==> src/rtl/ipc_pkg.sv <==
package ipc_pkg;

   localparam int MAX_COLS   = 128;
   localparam int MAX_ROWS   = 128;
   localparam int COL_W      = $clog2(MAX_COLS);
   localparam int ROW_W      = $clog2(MAX_ROWS);
   localparam int CFG_W      = 8;
   localparam int COUNT_W    = 13;
   localparam int REQ_DATA_W = 8;
   localparam int RSP_DATA_W = 16;
   localparam int CSR_IDX_W  = 1;

   localparam logic [COUNT_W-1:0]   COUNT_MAX      = '1;
   localparam logic [CFG_W-1:0]     CFG_MAX_ROWS   = CFG_W'(MAX_ROWS);
   localparam logic [CFG_W-1:0]     CFG_MAX_COLS   = CFG_W'(MAX_COLS);
   localparam logic [CSR_IDX_W-1:0] CSR_FRAME_ROWS = 1'd0;
   localparam logic [CSR_IDX_W-1:0] CSR_FRAME_COLS = 1'd1;

   typedef enum logic [1:0] {
      ST_RUN,
      ST_FLUSH,
      ST_DONE
   } state_type;

   // Finished frame count handed from the core to the output register.
   typedef struct packed {
      logic               valid;
      logic [COUNT_W-1:0] count;
   } done_type;

   // A size of zero is taken as one, and a size above the maximum as the maximum.
   function automatic logic [CFG_W-1:0] clamp_size(input logic [CFG_W-1:0] v,
                                                   input logic [CFG_W-1:0] max_v);
      logic [CFG_W-1:0] res;
      if (v == '0) begin
         res = CFG_W'(1);
      end else if (v > max_v) begin
         res = max_v;
      end else begin
         res = v;
      end
      return res;
   endfunction

   // Columns are three bits: bit 0 top, bit 1 middle, bit 2 bottom.
   function automatic logic is_isolated(input logic [2:0] left,
                                        input logic [2:0] mid,
                                        input logic [2:0] right);
      return mid[1] && (left == 3'b000) && (right == 3'b000) && !mid[0] && !mid[2];
   endfunction

   function automatic logic [COUNT_W-1:0] sat_inc(input logic [COUNT_W-1:0] v);
      return (v == COUNT_MAX) ? v : v + COUNT_W'(1);
   endfunction

endpackage

==> src/rtl/ipc_line_mem.sv <==
module ipc_line_mem import ipc_pkg::*; (
   input  logic             clock,
   input  logic             reset,
   input  logic             wr_en,
   input  logic [COL_W-1:0] wr_addr,
   input  logic [1:0]       wr_data,
   input  logic [COL_W-1:0] rd_addr,
   output logic [1:0]       rd_data
);

   logic [1:0]        mem_ff [MAX_COLS];
   logic [MAX_COLS-1:0] valid_ff;
   logic [1:0]        rd_q_ff;
   logic              rd_vld_ff;

   always_ff @(posedge clock) begin
      if (wr_en) begin
         mem_ff[wr_addr] <= wr_data;
      end
   end

   // Entries never written since reset read as clear.
   always_ff @(posedge clock) begin
      if (reset) begin
         valid_ff <= '0;
      end else if (wr_en) begin
         valid_ff[wr_addr] <= 1'b1;
      end
   end

   // A write and a read of the same entry in one cycle return the new data.
   always_ff @(posedge clock) begin
      if (reset) begin
         rd_vld_ff <= 1'b0;
         rd_q_ff   <= '0;
      end else if (wr_en && (wr_addr == rd_addr)) begin
         rd_vld_ff <= 1'b1;
         rd_q_ff   <= wr_data;
      end else begin
         rd_vld_ff <= valid_ff[rd_addr];
         rd_q_ff   <= mem_ff[rd_addr];
      end
   end

   assign rd_data = rd_vld_ff ? rd_q_ff : 2'b00;

   a_wr_fwd: assert property (@(posedge clock) disable iff (reset)
      (wr_en && (wr_addr == rd_addr)) |=> (rd_data == $past(wr_data)))
      else $error("line store read after write returned stale data");

endmodule

==> src/rtl/ipc_core.sv <==
module ipc_core import ipc_pkg::*; (
   input  logic             clock,
   input  logic             reset,
   input  logic             req_tvalid,
   output logic             req_tready,
   input  logic             pixel_set,
   input  logic [CFG_W-1:0] rows,
   input  logic [CFG_W-1:0] cols,
   input  logic             rsp_free,
   output done_type         done,
   output logic             mem_wr_en,
   output logic [COL_W-1:0] mem_wr_addr,
   output logic [1:0]       mem_wr_data,
   output logic [COL_W-1:0] mem_rd_addr,
   input  logic [1:0]       mem_rd_data
);

   state_type          state_ff, state_in;
   logic [ROW_W-1:0]   row_ff, row_in;
   logic [COL_W-1:0]   col_ff, col_in;
   logic [2:0]         win_left_ff, win_left_in;
   logic [2:0]         win_mid_ff, win_mid_in;
   logic [COUNT_W-1:0] count_ff, count_in;
   logic [CFG_W-1:0]   sweep_ff, sweep_in;
   logic               top_en_ff, top_en_in;

   logic       accept;
   logic [2:0] new_col, wl, wm, flush_col;
   logic       first_col, last_col, last_row, frame_end, row_ok;
   logic       judge_pix, flush_hit, flush_last;

   assign accept = req_tvalid && req_tready;

   // Pixel step: the stored column at col_ff is read ahead of its pixel.
   always_comb begin
      row_ok    = (row_ff != '0);
      first_col = (col_ff == '0);
      new_col   = {pixel_set, row_ok & mem_rd_data[0],
                   (row_ff >= ROW_W'(2)) & mem_rd_data[1]};
      wl        = first_col ? 3'b000 : win_left_ff;
      wm        = first_col ? 3'b000 : win_mid_ff;
      last_col  = ({1'b0, col_ff} + CFG_W'(1)) >= cols;
      last_row  = ({1'b0, row_ff} + CFG_W'(1)) >= rows;
      frame_end = last_col && last_row;
      judge_pix = (row_ok && !first_col && is_isolated(wl, wm, new_col)) ||
                  (row_ok && last_col && is_isolated(wm, new_col, 3'b000));
   end

   // Flush sweep over the last row.
   always_comb begin
      flush_col  = (sweep_ff < cols) ?
                   {1'b0, mem_rd_data[0], top_en_ff & mem_rd_data[1]} : 3'b000;
      flush_hit  = (sweep_ff != '0) && is_isolated(win_left_ff, win_mid_ff, flush_col);
      flush_last = (sweep_ff == cols);
   end

   always_comb begin
      row_in      = row_ff;
      col_in      = col_ff;
      win_left_in = win_left_ff;
      win_mid_in  = win_mid_ff;
      count_in    = count_ff;
      sweep_in    = sweep_ff;
      top_en_in   = top_en_ff;
      case (state_ff)
         ST_RUN: begin
            if (accept) begin
               win_left_in = wm;
               win_mid_in  = new_col;
               if (judge_pix) begin
                  count_in = sat_inc(count_ff);
               end
               if (!last_col) begin
                  col_in = col_ff + COL_W'(1);
               end else begin
                  col_in = '0;
                  if (!last_row) begin
                     row_in = row_ff + ROW_W'(1);
                  end else begin
                     row_in      = '0;
                     win_left_in = 3'b000;
                     win_mid_in  = 3'b000;
                     sweep_in    = '0;
                     top_en_in   = row_ok;
                  end
               end
            end
         end
         ST_FLUSH: begin
            win_left_in = win_mid_ff;
            win_mid_in  = flush_col;
            sweep_in    = sweep_ff + CFG_W'(1);
            if (flush_hit) begin
               count_in = sat_inc(count_ff);
            end
            if (flush_last) begin
               win_left_in = 3'b000;
               win_mid_in  = 3'b000;
            end
         end
         ST_DONE: begin
            if (rsp_free) begin
               count_in = '0;
            end
         end
         default: begin
            count_in = count_ff;
         end
      endcase
   end

   always_comb begin
      state_in = state_ff;
      unique case (state_ff)
         ST_RUN:   if (accept && frame_end) state_in = ST_FLUSH;
         ST_FLUSH: if (flush_last) state_in = ST_DONE;
         ST_DONE:  if (rsp_free) state_in = ST_RUN;
         default:  state_in = ST_RUN;
      endcase
   end

   always_comb begin
      req_tready  = 1'b0;
      mem_wr_en   = 1'b0;
      mem_wr_addr = col_ff;
      mem_wr_data = {mem_rd_data[0], pixel_set};
      mem_rd_addr = col_ff;
      done.valid  = 1'b0;
      done.count  = count_ff;
      unique case (state_ff)
         ST_RUN: begin
            req_tready  = 1'b1;
            mem_wr_en   = accept;
            mem_rd_addr = accept ? col_in : col_ff;
         end
         ST_FLUSH: begin
            mem_rd_addr = sweep_ff[COL_W-1:0] + COL_W'(1);
         end
         ST_DONE: begin
            done.valid = 1'b1;
         end
         default: begin
            req_tready = 1'b0;
         end
      endcase
   end

   always_ff @(posedge clock) begin
      if (reset) begin
         state_ff    <= ST_RUN;
         row_ff      <= '0;
         col_ff      <= '0;
         win_left_ff <= 3'b000;
         win_mid_ff  <= 3'b000;
         count_ff    <= '0;
         sweep_ff    <= '0;
         top_en_ff   <= 1'b0;
      end else begin
         state_ff    <= state_in;
         row_ff      <= row_in;
         col_ff      <= col_in;
         win_left_ff <= win_left_in;
         win_mid_ff  <= win_mid_in;
         count_ff    <= count_in;
         sweep_ff    <= sweep_in;
         top_en_ff   <= top_en_in;
      end
   end

   a_flush_start: assert property (@(posedge clock) disable iff (reset)
      (accept && frame_end) |=> (state_ff == ST_FLUSH && sweep_ff == '0))
      else $error("frame end did not start the flush sweep");

   a_flush_pos: assert property (@(posedge clock) disable iff (reset)
      (state_ff != ST_RUN) |-> (row_ff == '0 && col_ff == '0))
      else $error("position not rewound during frame end");

   a_count_mono: assert property (@(posedge clock) disable iff (reset)
      (state_ff != ST_DONE) |=> (count_ff >= $past(count_ff)))
      else $error("count dropped outside of the result hand-off");

endmodule

==> src/rtl/isolated_pixel_counter_top.sv <==
// Isolated pixel counter. Pixels of a binary frame arrive in raster order, one
// per req transaction, and the block counts set pixels whose eight neighbors are
// all clear, with everything outside the frame taken as clear. When the last
// pixel of a frame is taken, one rsp transaction carries the count for that
// frame and the count starts over. Frame height and width come from the csr
// registers (index 0 rows, index 1 columns, 1..128 each; 0 is taken as 1 and
// larger values as 128) and should be written between pixels. Within a frame
// one pixel is taken every clock: the two previous rows sit in a 128-entry line
// store with a registered read, whose read address is steered to the next column
// as each pixel is taken. After the last pixel, the last row is judged by a
// sweep through the line store, then the core hands the count to the output
// register; the hand-off waits if the previous count has not yet been taken.
// Pixels of the next frame are accepted while a handed-off count waits on rsp,
// but not while the hand-off itself waits.
module isolated_pixel_counter_top import ipc_pkg::*; (
   input  logic                  clock,
   input  logic                  reset,
   input  logic                  req_tvalid,
   output logic                  req_tready,
   input  logic [REQ_DATA_W-1:0] req_tdata,   // [0] pixel_set, rest zero
   output logic                  rsp_tvalid,
   input  logic                  rsp_tready,
   output logic [RSP_DATA_W-1:0] rsp_tdata,   // [12:0] star_count, rest zero
   input  logic                  csr_we,
   input  logic [CSR_IDX_W-1:0]  csr_index,
   input  logic [CFG_W-1:0]      csr_wdata
);

   logic [CFG_W-1:0]   frame_rows_ff, frame_rows_in;
   logic [CFG_W-1:0]   frame_cols_ff, frame_cols_in;
   logic               rsp_valid_ff, rsp_valid_in;
   logic [COUNT_W-1:0] rsp_count_ff, rsp_count_in;

   logic [CFG_W-1:0] rows, cols;
   logic             rsp_free;
   done_type         done;
   logic             mem_wr_en;
   logic [COL_W-1:0] mem_wr_addr, mem_rd_addr;
   logic [1:0]       mem_wr_data, mem_rd_data;

   // Configuration registers; the decoded sizes are clamped to the legal range.
   always_comb begin
      frame_rows_in = frame_rows_ff;
      frame_cols_in = frame_cols_ff;
      if (csr_we) begin
         unique case (csr_index)
            CSR_FRAME_ROWS: frame_rows_in = csr_wdata;
            CSR_FRAME_COLS: frame_cols_in = csr_wdata;
            default:        frame_rows_in = frame_rows_ff;
         endcase
      end
   end

   assign rows = clamp_size(frame_rows_ff, CFG_MAX_ROWS);
   assign cols = clamp_size(frame_cols_ff, CFG_MAX_COLS);

   // The output register frees its slot in the same cycle its transaction completes.
   assign rsp_free = !rsp_valid_ff || rsp_tready;

   always_comb begin
      rsp_valid_in = rsp_valid_ff;
      rsp_count_in = rsp_count_ff;
      if (done.valid && rsp_free) begin
         rsp_valid_in = 1'b1;
         rsp_count_in = done.count;
      end else if (rsp_tready) begin
         rsp_valid_in = 1'b0;
      end
   end

   always_ff @(posedge clock) begin
      if (reset) begin
         frame_rows_ff <= CFG_MAX_ROWS;
         frame_cols_ff <= CFG_MAX_COLS;
         rsp_valid_ff  <= 1'b0;
      end else begin
         frame_rows_ff <= frame_rows_in;
         frame_cols_ff <= frame_cols_in;
         rsp_valid_ff  <= rsp_valid_in;
      end
   end

   always_ff @(posedge clock) begin
      rsp_count_ff <= rsp_count_in;
   end

   assign rsp_tvalid = rsp_valid_ff;
   assign rsp_tdata  = {{(RSP_DATA_W - COUNT_W){1'b0}}, rsp_count_ff};

   ipc_core u_core (
      .clock       (clock),
      .reset       (reset),
      .req_tvalid  (req_tvalid),
      .req_tready  (req_tready),
      .pixel_set   (req_tdata[0]),
      .rows        (rows),
      .cols        (cols),
      .rsp_free    (rsp_free),
      .done        (done),
      .mem_wr_en   (mem_wr_en),
      .mem_wr_addr (mem_wr_addr),
      .mem_wr_data (mem_wr_data),
      .mem_rd_addr (mem_rd_addr),
      .mem_rd_data (mem_rd_data)
   );

   ipc_line_mem u_line_mem (
      .clock   (clock),
      .reset   (reset),
      .wr_en   (mem_wr_en),
      .wr_addr (mem_wr_addr),
      .wr_data (mem_wr_data),
      .rd_addr (mem_rd_addr),
      .rd_data (mem_rd_data)
   );

endmodule
==> config.mk <==
export PLATFORM = sky130hd
export DESIGN_NAME = isolated_pixel_counter_top
export DESIGN_NICKNAME = d
export VERILOG_FILES = /design/src/rtl/ipc_pkg.sv /design/src/rtl/ipc_line_mem.sv /design/src/rtl/ipc_core.sv /design/src/rtl/isolated_pixel_counter_top.sv
export SDC_FILE = /design/constraint.sdc
export NUM_CORES = 1
export LEC_CHECK = 0
export BUFFER_PORTS_ARGS = -buffer_cell sky130_fd_sc_hd__buf_2
export CORE_UTILIZATION = 45
export DETAILED_ROUTE_END_ITERATION = 7
export HOLD_SLACK_MARGIN = 0.08
export PLACE_DENSITY = 0.65
export SYNTH_ARGS = -nofsm -noshare
export SYNTH_HDL_FRONTEND = slang
export SYNTH_SLANG_ARGS = --single-unit
export TNS_END_PERCENT = 100
==> constraint.sdc <==
create_clock -name clock -period 10.9 [get_ports clock]
set_input_delay 0.545 -clock clock [delete_from_list [all_inputs] [get_ports clock]]
set_output_delay 0.545 -clock clock [all_outputs]
set_load 0.03 [all_outputs]
==> impl_summary.log <==
[metrics] top-count cell post-synth: edfxtp_1
[metrics] number of flops mapped to enable cells by yosys: 269
[metrics] global route total overflow: 0
[metrics] CP max stage cell: buf_4
[metrics] last weighted congestion value of the routability-driven placer: 0.8657
[metrics] post-synth design cell area: 20380 um2
[metrics] setup repair after global routing missed its margin: false
[metrics] required time at the endpoint of the critical path: 11.34 ns
[metrics] WL final: 53.76 mm
[metrics] worst relative slew slack: 16.36%
[metrics] Most Frequent Cell on Critical Path: nand3_1
[metrics] achievable frequency: 0.1582 GHz
[metrics] top post-synthesis cells by area: edfxtp_1, dfxtp_1, o21a_1
[metrics] filler cell count: 3972
[metrics] top-level port count: 40
[metrics] critical-path maximum fanout: 65
[metrics] Rows: 77
[metrics] length of the first detailed-routing pass in iterations: 5
[metrics] DRC violations left: 0
[metrics] top cell type's share of synthesized area: 39.63%
[metrics] number of sinks on the clock net: 461
[metrics] setup slack, reg-to-reg: 4.58 ns
[metrics] top post-synthesis cells by count: edfxtp_1, nand2_1, nor2_1
[metrics] wire per inst: 21.80 um
[metrics] worst slew pin tran: 1.255 ns
[metrics] die area: 46150 um2
[metrics] routed via count: 14650
[metrics] clock tree root driver cell: clkbuf_16
[metrics] die extent in x: 214.8 um
[metrics] cell taking the most area after synthesis: edfxtp_1
[metrics] clock latency at the later pin of the worst-skew pair: 0.59 ns
[metrics] maximum number of pins on one net before global-route repair: 103
[metrics] Crit Path Category: reg2reg
[metrics] global routing usage summed across all routing layers: 23.35%
[metrics] Worst setup SP type: flip-flop
[metrics] Synth Register Bits: 461
[metrics] clock buffer count from CTS: 47
[metrics] clock-pin transition on the worst setup and hold timing paths: 0.06 ns
[metrics] number of global-route vias before repair: 14330
[metrics] final cycle utilization of the critical path: 57.98%
[metrics] share of the yosys chip area belonging to registers: 58.49%
[metrics] most used flip-flop cell after synthesis: edfxtp_1
[metrics] Hold Fails Final Rpt: 0
[metrics] total power divided by cell area: 169.0 nW/um2
[metrics] slowest cell delay on critical path: 0.82 ns
[metrics] Worst path top cell family by delay: compound AO/OA/AOI/OAI gates
[metrics] kind of path behind the tightest hold check: in2reg
[metrics] number of setup violations in the final report: 0
[metrics] Synth Warn #: 0
[metrics] fraction of layout instances using a drive strength above 1: 9.605%
[metrics] total count of max-transition violations in the final report: 0
[metrics] worst supply voltage drop on vdd: 0.1168 mV
[metrics] layout net count: 1889
[metrics] deepest clock path buffer count: 3
[metrics] start point of the worst min-delay path: csr_wdata[7]
[metrics] Unique masters post-synth: 80
[metrics] number of diodes added for antenna fixing: 0
[metrics] post-route antenna net violation count: 0
[metrics] setup clock skew after layout: 0.02718 ns
[metrics] number of cells on the critical path: 15
[metrics] type of element capturing the critical path: flip-flop
[metrics] aggregate negative setup slack: 0 ns
[metrics] number of antenna violations at the first check in global routing: 0
[metrics] Worst Hold Endpoint: frame_rows_ff[7]
[metrics] post-detailed-placement cell area: 20960 um2
[metrics] cts repair resizes: 0
[metrics] die height: 214.8 um
[metrics] Maximum Capacitance Violations: 0
[metrics] FFs w/ async S/R, synth: 0%
[metrics] TritonCTS clock tree: done
[metrics] critical path arrival: 6.76 ns
[metrics] number of buffers added for setup after CTS: 0
[metrics] first-pass GRT wire length: 83.15 mm
[metrics] min Tclk post-route: 6.320 ns
[metrics] number of port buffers: 29
[metrics] Hold Path Stages: 3
[metrics] design area: 22550 um2
[metrics] start point of the critical path: u_core.mem_wr_addr[2]
[metrics] number of DRC markers in iteration 0: 1595
[metrics] Post-DP HPWL: 33.37 mm
[metrics] cts hold-fix bufs: 0
[metrics] Core Box Area: 44410 um2
[metrics] status: finished, final reports clean
[metrics] reg2reg start: u_core.mem_wr_addr[2]
[metrics] average vias per placed instance: 5.939
[metrics] Avg Cell Area, Syn: 11.09 um2
[metrics] effective utilization at floorplan: 45.89%
[metrics] Buf/Inv on CP: 2
[metrics] sequence of cells on the critical path: nand3_1 -> or3_1 -> and2_1 -> inv_1 -> ha_1 -> a21oi_2 -> o21ai_1 -> a311oi_4 -> o21a_4 -> buf_4 -> nand3_1 -> and3_1 -> o31ai_1 -> nor4_1 -> a221o_1
[metrics] Leakage Power: 7.617 nW
[metrics] worst reg2reg path depth: 15
[metrics] Mapped Cells: 1837
[metrics] deepest level of the CTS H-tree: 2
[metrics] synth-to-layout area growth: 10.66%
[metrics] r2r endpoint: u_line_mem.rd_vld_ff
kinds of logic after synthesis:
kind of cell / share of synthesized area, %
AO/OA/AOI/OAI: 14.92
XOR/XNOR: 1.203
adder cells (fa/ha/maj): 1.964
buffers and inverters: 3.186
flip-flops: 58.49
multiplexers: 5.476
other: 0.01840
AND/OR/NAND/NOR: 14.74
cell type report:
type,instances,area [um2],share of cell area (%)
flip-flops and latches,461,11920,52.86
repair buffers,56,362.8,1.609
multi-input cells,1247,7850,34.81
clock inverters,13,178.9,0.7933
inverters,22,86.33,0.3828
well taps,592,740.7,3.284
clock buffers,75,1414,6.269
worst max-delay path by stage:
stage | endpoint
final | u_line_mem.rd_vld_ff
after global routing | u_line_mem.rd_vld_ff
after CTS | u_line_mem.rd_vld_ff
after detailed placement | u_line_mem.rd_vld_ff
after global placement | u_line_mem.rd_vld_ff
after floorplan | u_line_mem.rd_q_ff[1]
cell usage in the layout, fill, tap and decap left out, drive strengths merged, types with 11 or more instances in the layout:
master  instances
dfxtp         192
nand4          17
mux2           16
nand3          90
nor2b          15
xnor2          14
ha             32
nor2          202
clkbuf         75
a21oi          85
a221oi         13
and3           28
o21a          134
nor4           12
nand2b         11
o21ai          32
mux2i          71
or3            11
o211ai         35
a21o           13
nand2         250
buf            56
edfxtp        269
inv            20
xor2           14
a31oi          16
sequential cells by signal, summed over array words and instances, names as in the netlist:
| name | cells |
|---|---|
| u_core.row_ff | 7 |
| rsp_count_ff | 13 |
| rsp_tvalid | 1 |
| u_core.top_en_ff | 1 |
| u_core.sweep_ff | 8 |
| frame_cols_ff | 8 |
| u_core.win_mid_ff | 3 |
| u_line_mem.mem_ff | 256 |
| u_core.win_left_ff | 3 |
| u_line_mem.valid_ff | 128 |
| u_line_mem.rd_q_ff | 2 |
| u_core.mem_wr_addr | 7 |
| u_line_mem.rd_vld_ff | 1 |
| u_core.count_ff | 13 |
| frame_rows_ff | 8 |
| u_core.state_ff | 2 |
routing by layer:
metal	part of all wire (%)	track usage, %
met1	42	31.25
met2	46	37.38
met3	7.8	4.487
met4	3.3	9.143
met5	0	0
power by group:
part           switching (mW)  internal [mW]  total [mW]
clock                   0.677          0.965        1.64
combinational           0.217         0.0939       0.311
sequential            0.00835           1.85        1.86
total                   0.903           2.91        3.81
worst reg2reg max path: cells and delay by family (launching register included):
kind,cells,cell delay [ns]
fa+ha+maj,1,0.27
simple gates,6,1.61
flops,1,0.71
compound gates,6,2.70
buf+inv,2,0.91
stage by stage:
| stage | util [%] | hold WS (ns) | power, mW | cells | setup slack, ns |
|---|---|---|---|---|---|
| final | 50.78 | 0.2304 | 3.811 | 2466 | 4.580 |
| after global routing | 50.78 | 0.2290 | 3.921 | 2466 | 4.228 |
| after CTS | 50.78 | 0.2030 | 3.832 | 2466 | 4.619 |
| after detailed placement | 47.20 | 0.4517 | 2.203 | 2378 | 4.631 |
| after global placement | 47.20 | 0.4420 | 2.199 | 2378 | 4.658 |
| after floorplan | - | 0.4313 | 2.106 | 1839 | 6.909 |
Note: power is estimated with default switching activity, not from simulation.
